$ cat config.mk
export PLATFORM = sky130hd
export DESIGN_NAME = gradient_vignette_dither_pixel_unit
export DESIGN_NICKNAME = d
export VERILOG_FILES = /design/src/rtl/gvd_pkg.sv /design/src/rtl/gradient_vignette_dither_pixel_unit.sv
export SDC_FILE = /design/constraint.sdc
export NUM_CORES = 2
export LEC_CHECK = 0
export BUFFER_PORTS_ARGS = -buffer_cell sky130_fd_sc_hd__buf_2
export CAP_MARGIN = 5
export CORE_ASPECT_RATIO = 0.8
export CORE_MARGIN = 2
export CORE_UTILIZATION = 47
export CTS_BUF_LIST = sky130_fd_sc_hd__clkbuf_16
export CTS_CLUSTER_SIZE = 14
export DETAILED_ROUTE_END_ITERATION = 10
export GPL_TIMING_DRIVEN = 1
export PLACE_DENSITY = 0.65
export SYNTH_ARGS = -nofsm -noshare
export SYNTH_HDL_FRONTEND = slang
export SYNTH_SLANG_ARGS = --single-unit
$ cat constraint.sdc
create_clock -name clk_i -period 65.2 [get_ports clk_i]
set_clock_uncertainty 0.1 [all_clocks]
set_input_delay 16.3 -clock clk_i [delete_from_list [all_inputs] [get_ports clk_i]]
set_output_delay 16.3 -clock clk_i [all_outputs]
set_load 0.005 [all_outputs]
$ cat src/rtl/gvd_pkg.sv
// Shared types, register indexes and per-channel arithmetic of the gradient pixel unit.
`default_nettype none

package gvd_pkg;

  // Configuration register indexes
  localparam logic [2:0] CFG_CANVAS_WIDTH  = 3'd0;
  localparam logic [2:0] CFG_CANVAS_HEIGHT = 3'd1;
  localparam logic [2:0] CFG_TOP_RED       = 3'd2;
  localparam logic [2:0] CFG_TOP_GREEN     = 3'd3;
  localparam logic [2:0] CFG_TOP_BLUE      = 3'd4;
  localparam logic [2:0] CFG_BOTTOM_RED    = 3'd5;
  localparam logic [2:0] CFG_BOTTOM_GREEN  = 3'd6;
  localparam logic [2:0] CFG_BOTTOM_BLUE   = 3'd7;

  localparam int unsigned CfgDataW  = 11;
  localparam int unsigned CoordW    = 10;
  localparam int unsigned LinW      = 9;   // vertical weight 0..256
  localparam int unsigned FactW     = 9;   // vignette factor 0..256
  localparam int unsigned ChanW     = 16;  // 8.8 channel value
  localparam int unsigned NumChan   = 3;

  localparam logic [FactW-1:0] FactUnity = 9'd256;

  // 4x4 ordered dither thresholds, [row & 3][column & 3]
  localparam logic [3:0] BAYER [4][4] = '{
    '{4'd0,  4'd8,  4'd2,  4'd10},
    '{4'd12, 4'd4,  4'd14, 4'd6},
    '{4'd3,  4'd11, 4'd1,  4'd9},
    '{4'd15, 4'd7,  4'd13, 4'd5}
  };

  // Per-item side information carried along the pipe
  typedef struct packed {
    logic             off;
    logic             lin_zero;
    logic             col_en;
    logic [FactW-1:0] rs;
    logic [FactW-1:0] cs;
    logic [3:0]       bayer;
  } gvd_side_t;

  // top*256 + (bot - top)*wgt, floored at zero
  function automatic logic [ChanW-1:0] blend_chan(input logic [7:0] top,
                                                  input logic [7:0] bot,
                                                  input logic [LinW-1:0] wgt);
    logic signed [19:0] diff;
    logic signed [19:0] prod;
    logic signed [19:0] acc;
    diff = $signed({12'b0, bot}) - $signed({12'b0, top});
    prod = diff * $signed({11'b0, wgt});
    acc  = $signed({4'b0, top, 8'b0}) + prod;
    if (acc < 0) begin
      return '0;
    end else if (acc > 20'sd65535) begin
      return '1;
    end
    return acc[ChanW-1:0];
  endfunction

  // (v * f) >> 8, f at most 256 so the result stays in 16 bits
  function automatic logic [ChanW-1:0] scale_chan(input logic [ChanW-1:0] v,
                                                  input logic [FactW-1:0] f);
    logic [24:0] p;
    p = 25'(v) * 25'(f);
    return p[23:8];
  endfunction

  // Add dither bias, round, clamp to 0..255
  function automatic logic [7:0] quant_chan(input logic [ChanW-1:0] v,
                                            input logic [3:0] t,
                                            input logic six_bit);
    logic signed [19:0] bias;
    logic signed [19:0] s;
    if (six_bit) begin
      bias = $signed({10'b0, t, 6'b0}) - 20'sd480;
    end else begin
      bias = $signed({9'b0, t, 7'b0}) - 20'sd960;
    end
    s = $signed({4'b0, v}) + bias + 20'sd128;
    if (s < 20'sd256) begin
      return '0;
    end else if (s[19:8] > 12'd255) begin
      return 8'd255;
    end
    return s[15:8];
  endfunction

endpackage

`default_nettype wire

$ cat src/rtl/gradient_vignette_dither_pixel_unit.sv
// Pipelined RGB565 gradient background generator with vignette and ordered dither.
//
// Input channel: in_valid_i/in_ready_o carry one pixel coordinate (column_i, row_i).
// Output channel: out_valid_o/out_ready_i carry the pixel (pixel_o) and the
// off_canvas_o flag; off-canvas coordinates give pixel 0.
// Config port: cfg_we_i writes cfg_data_i into register cfg_idx_i;
// write only while no item is in flight.
// Throughput: one item per clock while the output is not held. The 9 stages are
// input prep, three stages of a restoring divider (3 quotient bits each) for the
// vertical position, weight square, blend, row vignette multiply, column
// vignette multiply, and dither/pack into the output register.
// The whole pipe advances together: when the output is held (out_valid_o high,
// out_ready_i low) every stage holds and in_ready_o drops; bubbles keep moving
// otherwise, and no item is lost or repeated.
// Reset clears all valid bits and loads the registers with width 240,
// height 240 and black top and bottom colors.
`default_nettype none

module gradient_vignette_dither_pixel_unit
  import gvd_pkg::*;
#(
  parameter int unsigned EDGE_BAND = 40,
  parameter int unsigned MAX_DIM   = 1024
) (
  input  wire logic                clk_i,
  input  wire logic                rst_ni,
  input  wire logic                cfg_we_i,
  input  wire logic [2:0]          cfg_idx_i,
  input  wire logic [CfgDataW-1:0] cfg_data_i,
  input  wire logic                in_valid_i,
  output      logic                in_ready_o,
  input  wire logic [CoordW-1:0]   column_i,
  input  wire logic [CoordW-1:0]   row_i,
  output      logic                out_valid_o,
  input  wire logic                out_ready_i,
  output      logic [15:0]         pixel_o,
  output      logic                off_canvas_o
);

  localparam int unsigned DW   = $clog2(MAX_DIM + 1);
  localparam int unsigned PW   = (DW > CoordW) ? DW : CoordW;
  localparam int unsigned LW   = (DW > CfgDataW) ? DW : CfgDataW;
  localparam int unsigned VW   = (EDGE_BAND > 1) ? $clog2(EDGE_BAND) : 1;
  localparam int unsigned RW   = CoordW + 8;
  localparam int unsigned CW   = PW + LinW;
  localparam int unsigned NStg = 9;

  // ---------------------------------------------------------------- registers
  logic [CfgDataW-1:0] width_q, height_q;
  logic [7:0]          top_q [NumChan];
  logic [7:0]          bot_q [NumChan];

  always_ff @(posedge clk_i or negedge rst_ni) begin
    if (!rst_ni) begin
      width_q  <= 11'd240;
      height_q <= 11'd240;
      for (int c = 0; c < NumChan; c++) begin
        top_q[c] <= '0;
        bot_q[c] <= '0;
      end
    end else if (cfg_we_i) begin
      unique case (cfg_idx_i)
        CFG_CANVAS_WIDTH:  width_q  <= cfg_data_i;
        CFG_CANVAS_HEIGHT: height_q <= cfg_data_i;
        CFG_TOP_RED:       top_q[0] <= cfg_data_i[7:0];
        CFG_TOP_GREEN:     top_q[1] <= cfg_data_i[7:0];
        CFG_TOP_BLUE:      top_q[2] <= cfg_data_i[7:0];
        CFG_BOTTOM_RED:    bot_q[0] <= cfg_data_i[7:0];
        CFG_BOTTOM_GREEN:  bot_q[1] <= cfg_data_i[7:0];
        CFG_BOTTOM_BLUE:   bot_q[2] <= cfg_data_i[7:0];
        default: ;
      endcase
    end
  end

  // Dimensions saturated to MAX_DIM
  logic [PW-1:0] w_e, h_e, dvs;
  assign w_e = (LW'(width_q) > LW'(MAX_DIM)) ? PW'(MAX_DIM) : PW'(width_q);
  assign h_e = (LW'(height_q) > LW'(MAX_DIM)) ? PW'(MAX_DIM) : PW'(height_q);
  assign dvs = h_e - PW'(1);

  // Edge factor table: floor(256*(0.52 + 0.48*a*(2-a))), a = d/EDGE_BAND
  logic [FactW-1:0] vig_tab [EDGE_BAND];
  for (genvar i = 0; i < EDGE_BAND; i++) begin : g_vig
    localparam int unsigned VigVal =
      (13312 * EDGE_BAND * EDGE_BAND + 12288 * i * (2 * EDGE_BAND - i)) /
      (100 * EDGE_BAND * EDGE_BAND);
    assign vig_tab[i] = FactW'(VigVal);
  end

  // ---------------------------------------------------------------- pipe control
  logic            en;
  logic [NStg:1]   vld_q;

  assign en          = !vld_q[NStg] || out_ready_i;
  assign in_ready_o  = en;
  assign out_valid_o = vld_q[NStg];

  always_ff @(posedge clk_i or negedge rst_ni) begin
    if (!rst_ni) begin
      vld_q <= '0;
    end else if (en) begin
      vld_q <= {vld_q[NStg-1:1], in_valid_i};
    end
  end

  // ---------------------------------------------------------------- stage 1: prep
  logic [PW-1:0]    x_e, y_e, mir_x, mir_y, dx, dy, half_w, edge_w;
  logic [FactW-1:0] rs_c, cs_c;
  gvd_side_t        side_d;
  gvd_side_t        side_q [1:8];
  logic [RW-1:0]    rem1_q;

  always_comb begin
    x_e    = PW'(column_i);
    y_e    = PW'(row_i);
    mir_x  = w_e - PW'(1) - x_e;
    mir_y  = h_e - PW'(1) - y_e;
    dx     = (x_e < mir_x) ? x_e : mir_x;
    dy     = (y_e < mir_y) ? y_e : mir_y;
    half_w = w_e >> 1;
    edge_w = (half_w < PW'(EDGE_BAND)) ? half_w : PW'(EDGE_BAND);
    rs_c   = (dy < PW'(EDGE_BAND)) ? vig_tab[dy[VW-1:0]] : FactUnity;
    cs_c   = (dx < PW'(EDGE_BAND)) ? vig_tab[dx[VW-1:0]] : FactUnity;

    side_d.off      = (x_e >= w_e) || (y_e >= h_e);
    side_d.lin_zero = (h_e <= PW'(1));
    side_d.col_en   = (x_e < edge_w) || (x_e >= w_e - edge_w);
    side_d.rs       = rs_c;
    side_d.cs       = cs_c;
    side_d.bayer    = BAYER[row_i[1:0]][column_i[1:0]];
  end

  always_ff @(posedge clk_i) begin
    if (en) begin
      side_q[1] <= side_d;
      rem1_q    <= {row_i, 8'b0};
      for (int k = 2; k <= 8; k++) begin
        side_q[k] <= side_q[k-1];
      end
    end
  end

  // ---------------------------------------------------------------- stages 2-4: divider
  // Restoring division row*256 / (height-1), three quotient bits per stage.
  function automatic logic [RW+LinW-1:0] div_steps(input logic [RW-1:0] rem,
                                                   input logic [LinW-1:0] q,
                                                   input logic [PW-1:0] d,
                                                   input int top);
    logic [RW-1:0]   r;
    logic [LinW-1:0] qq;
    logic [CW-1:0]   cand;
    r  = rem;
    qq = q;
    for (int j = 0; j < 3; j++) begin
      cand = CW'(d) << (top - j);
      if (CW'(r) >= cand) begin
        r = r - RW'(cand);
        qq[top-j] = 1'b1;
      end
    end
    return {r, qq};
  endfunction

  logic [RW+LinW-1:0] div2_c, div3_c, div4_c;
  logic [RW-1:0]      rem2_q, rem3_q;
  logic [LinW-1:0]    q2_q, q3_q, lin4_q;

  assign div2_c = div_steps(rem1_q, '0, dvs, 8);
  assign div3_c = div_steps(rem2_q, q2_q, dvs, 5);
  assign div4_c = div_steps(rem3_q, q3_q, dvs, 2);

  always_ff @(posedge clk_i) begin
    if (en) begin
      {rem2_q, q2_q} <= div2_c;
      {rem3_q, q3_q} <= div3_c;
      lin4_q         <= div4_c[LinW-1:0];
    end
  end

  // ---------------------------------------------------------------- stage 5: square
  logic [17:0]     lin_sq;
  logic [LinW-1:0] wgt5_q;

  assign lin_sq = 18'(lin4_q) * 18'(lin4_q);

  always_ff @(posedge clk_i) begin
    if (en) begin
      wgt5_q <= side_q[4].lin_zero ? '0 : lin_sq[16:8];
    end
  end

  // ---------------------------------------------------------------- stages 6-9
  logic [ChanW-1:0] ch6_q [NumChan];
  logic [ChanW-1:0] ch7_q [NumChan];
  logic [ChanW-1:0] ch8_q [NumChan];
  logic [7:0]       lvl   [NumChan];
  logic [15:0]      pixel_q;
  logic             off_q;

  always_comb begin
    for (int c = 0; c < NumChan; c++) begin
      lvl[c] = quant_chan(ch8_q[c], side_q[8].bayer, (c == 1));
    end
  end

  always_ff @(posedge clk_i) begin
    if (en) begin
      for (int c = 0; c < NumChan; c++) begin
        ch6_q[c] <= blend_chan(top_q[c], bot_q[c], wgt5_q);
        ch7_q[c] <= scale_chan(ch6_q[c], side_q[6].rs);
        ch8_q[c] <= side_q[7].col_en ? scale_chan(ch7_q[c], side_q[7].cs) : ch7_q[c];
      end
      off_q   <= side_q[8].off;
      pixel_q <= side_q[8].off ? 16'd0 : {lvl[0][7:3], lvl[1][7:2], lvl[2][7:3]};
    end
  end

  assign pixel_o      = pixel_q;
  assign off_canvas_o = off_q;

  // ---------------------------------------------------------------- assertions
  a_off_zero : assert property (@(posedge clk_i) disable iff (!rst_ni)
    out_valid_o && off_canvas_o |-> pixel_o == 16'd0)
    else $error("off-canvas item with nonzero pixel");

  a_accept_enters : assert property (@(posedge clk_i) disable iff (!rst_ni)
    in_valid_i && in_ready_o |=> vld_q[1])
    else $error("accepted item did not enter the pipe");

  a_stall_only_on_hold : assert property (@(posedge clk_i) disable iff (!rst_ni)
    !in_ready_o |-> out_valid_o && !out_ready_i)
    else $error("input stalled without output backpressure");

  a_hold_freezes_pipe : assert property (@(posedge clk_i) disable iff (!rst_ni)
    out_valid_o && !out_ready_i |=> $stable(vld_q))
    else $error("pipe moved while output held");

endmodule

`default_nettype wire
==> run metrics <==
status=finished, final reports clean; fraction of synthesized cell area taken by the top area cell type=26.0%; post_cts resized=0; buffers from clock root to sink, at most=3; list of cells traversed by the critical path=buf_2 -> nand2b_4 -> buf_2; area of the die=0.134 mm²; Largest stage delay, worst path=630 ps; floorplan core area=0.130 mm²; CTS Sinks=453; Root Driver=clkbuf_16; Data arrival, critical path=17310 ps; Buffers & Inverters on Critical Path=2; count of endpoints failing hold in the final timing report=0; leading cell types by total area after synthesis=fa_1, edfxtp_1, ha_1; RSZ-0062 raised after global routing=false; 1st-iter DRT viols=2470; final count of pins violating max slew=0; biggest fanout along the worst timing path=48; total clock buffers created by CTS=50; first-pass GRT wire length=234000 µm; area overhead of the layout relative to synthesis=6.04%; slew of the pin with the lowest slew margin=1160 ps; Post-synth EDFFs=374; Overflow after GRT=0; CTS H-tree depth=2; x dimension of the die=408 µm; routed wire length=139000 µm; top-level I/O count=58; initial standard-cell utilization of the core=47.4%; most frequently used flop master after synthesis=edfxtp_1; startpoint of the lowest-slack register-to-register path=height_q[1]; Avg Inst Size Synth=9.57 µm²; CTS hold repair buffers=0; final setup violation count=0; post-layout minimum cycle time=33710 ps; detailed-route DRC error count=0; per-cell routed wire length=17.1 µm; max-cap violation count=0; count of input and output buffers=57; First-pass DRT Iterations=5; type of destination of the critical path=primary output; clock tree from TritonCTS=yes; number of global-route vias before repair=44592; portion of the clock cycle consumed by the worst path in the final layout=51.7%; antenna diode instance count=0; launching element of the worst setup path=out_ready_i; row count=118; die height=328 µm; total global routing track utilization=21.3%; Worst setup SP type=primary input; Cell Area, Synth=0.0615 mm²; register bit total from synthesis=453; sequential-to-total area share from yosys stat=21.5%; half-perimeter wire length after detailed placement=107000 µm; clock edge transition at the registers on the reported setup and hold paths=70 ps; ratio of cells with drive above 1 in the final layout=5.91%; clock network latency to the later pin of the worst-skew pair=640 ps; Syn. warnings=0; Critical Path Slowest Stage Cell=nand2b_4; cell occurring most often along the worst timing path=buf_2; final total negative setup slack=0 ps; delay-heaviest family, CP=simple AND/OR/NAND/NOR gates; vias per cell=5.31; hold crit path type=reg2reg; worst max-slew margin expressed relative to the limit=22.9%; number of nets still failing antenna checks after routing=0; Total Nets Final=7867; Critical Setup Path Class=in2out; worst endpoint required time=48800 ps; antenna violations before repair=2; proportion of register bits with asynchronous set or reset after synthesis=17.4%; leading area contributor after synthesis=fa_1; detailed-route via count=43084; post-CTS setup buffers=0; cell count after synthesis=6424; Fmax=29.7 MHz; last weighted congestion value of the routability-driven placer=0.844; maximum number of pins on one net before global-route repair=80; distinct cell type count of the synthesized netlist=102; worst min-delay path startpoint=side_q[0][71]
[flip-flops by register name (all words and copies together), names as in the netlist, 12 cells and up]
name	cells
rem2_q	12
rem3_q	15
ch6_q	48
pixel_o	16
side_q	166
bot_q	24
top_q	24
ch7_q	48
ch8_q	31
[worst reg2reg max path: cells and delay by family (launching register included)]
kind,cells,cell delay (ps)
AOI/OAI and AO/OA,12,3120
xor gates and xnor gates,1,470
adders and majority gates,6,2140
buffers and inverters,5,830
DFF,1,330
muxes,3,1290
and+or+nand+nor,8,1770
[routing by layer]
metal / track usage [%] / vias to the layer above / wire, µm
met5: 0 / - / 13
met1: 31.3 / 21564 / 67500
met2: 34.6 / 930 / 62600
met4: 3.40 / 2 / 1910
met3: 2.48 / 123 / 6960
li1: - / 20465 / -
[final cells by class]
class / count / area, µm²
clock inverter: 42 / 488
sequential: 453 / 13200
clock buffer: 51 / 1280
multi-input combinational: 4648 / 43300
tap: 1740 / 2180
timing repair buffer: 111 / 693
inverter: 1075 / 4040
fill: 11921 / 64400
[path summary, 6_finish.rpt]
path / cells after the start / slack [ps] / endpoint
max in group asynchronous: 1 / 48600 / bot_q[15]
worst max register to register: 35 / 54910 / rem2_q[7]
worst min-delay path: 0 / 300 / side_q[0][96]
min in group asynchronous: 1 / 15720 / width_q[8]
worst min register to register: 0 / 300 / side_q[0][96]
worst max-delay path: 3 / 31490 / in_ready_o
[cells in the final DEF, fill, tap and decap left out, types with 22 or more instances in the layout]
cell,instances
nor3_1,68
clkbuf_16,51
or3_1,26
xnor2_1,191
xor2_1,66
a21o_1,74
mux2i_1,29
mux2_2,110
ha_1,691
nand3_1,37
inv_1,1079
o21bai_1,43
a21oi_1,225
nor2b_1,48
a31oi_1,27
buf_4,55
fa_1,798
o21a_1,87
a21boi_0,22
and2_1,430
o21ai_0,174
edfxtp_1,374
buf_2,56
dfrtp_1,71
nor2_1,253
nand2_1,843
nand2b_1,99
[Yosys cell counts (17+ instances only)]
cell / count
o21a_1: 87
a21oi_1: 225
dfrtp_1: 71
mux2_2: 110
or3_1: 26
nor3_1: 69
inv_1: 1071
a21o_1: 74
nand4_1: 18
nand3_1: 37
ha_1: 691
a211oi_1: 19
clkbuf_1: 238
a21boi_0: 22
xnor2_1: 191
a31oi_1: 27
o211ai_1: 18
fa_1: 798
and3_1: 17
edfxtp_1: 374
o31ai_1: 20
xor2_1: 66
and2_1: 430
nand2_1: 843
o21bai_1: 43
nor2b_1: 48
nand2b_1: 100
o21ai_0: 174
nor2_1: 253
mux2i_1: 29
[logic make-up (layout without fill, tap and decap cells)]
kind of cell / Yosys count / in the layout / share of synthesized area [%]
AND/OR/NAND/NOR: 1912 / 1912 / 15.0
adder cells (fa/ha/maj): 1493 / 1493 / 40.1
buffers and inverters: 1329 / 1279 / 8.15
AO/OA/AOI/OAI: 827 / 827 / 8.77
flip-flops: 453 / 453 / 21.5
XOR/XNOR: 257 / 257 / 3.66
multiplexers: 152 / 152 / 2.80
other: 1 / 7 / 0.00610
[through the flow]
step	cells	util (%)	hold WS [ps]	cell area [µm²]	setup slack [ps]
final	8120	50.3	305	65200	31490
after global routing	8120	50.3	316	65200	31420
after CTS	8120	50.3	311	65200	31460
after detailed placement	8027	48.9	305	63400	31460
after global placement	8027	48.9	300	63400	31490
after floorplan	6430	-	300	61500	22020
Power is left out: the tool's default activity adds up to more than one toggle a clock period on the data nets, which glitch-free logic cannot reach.
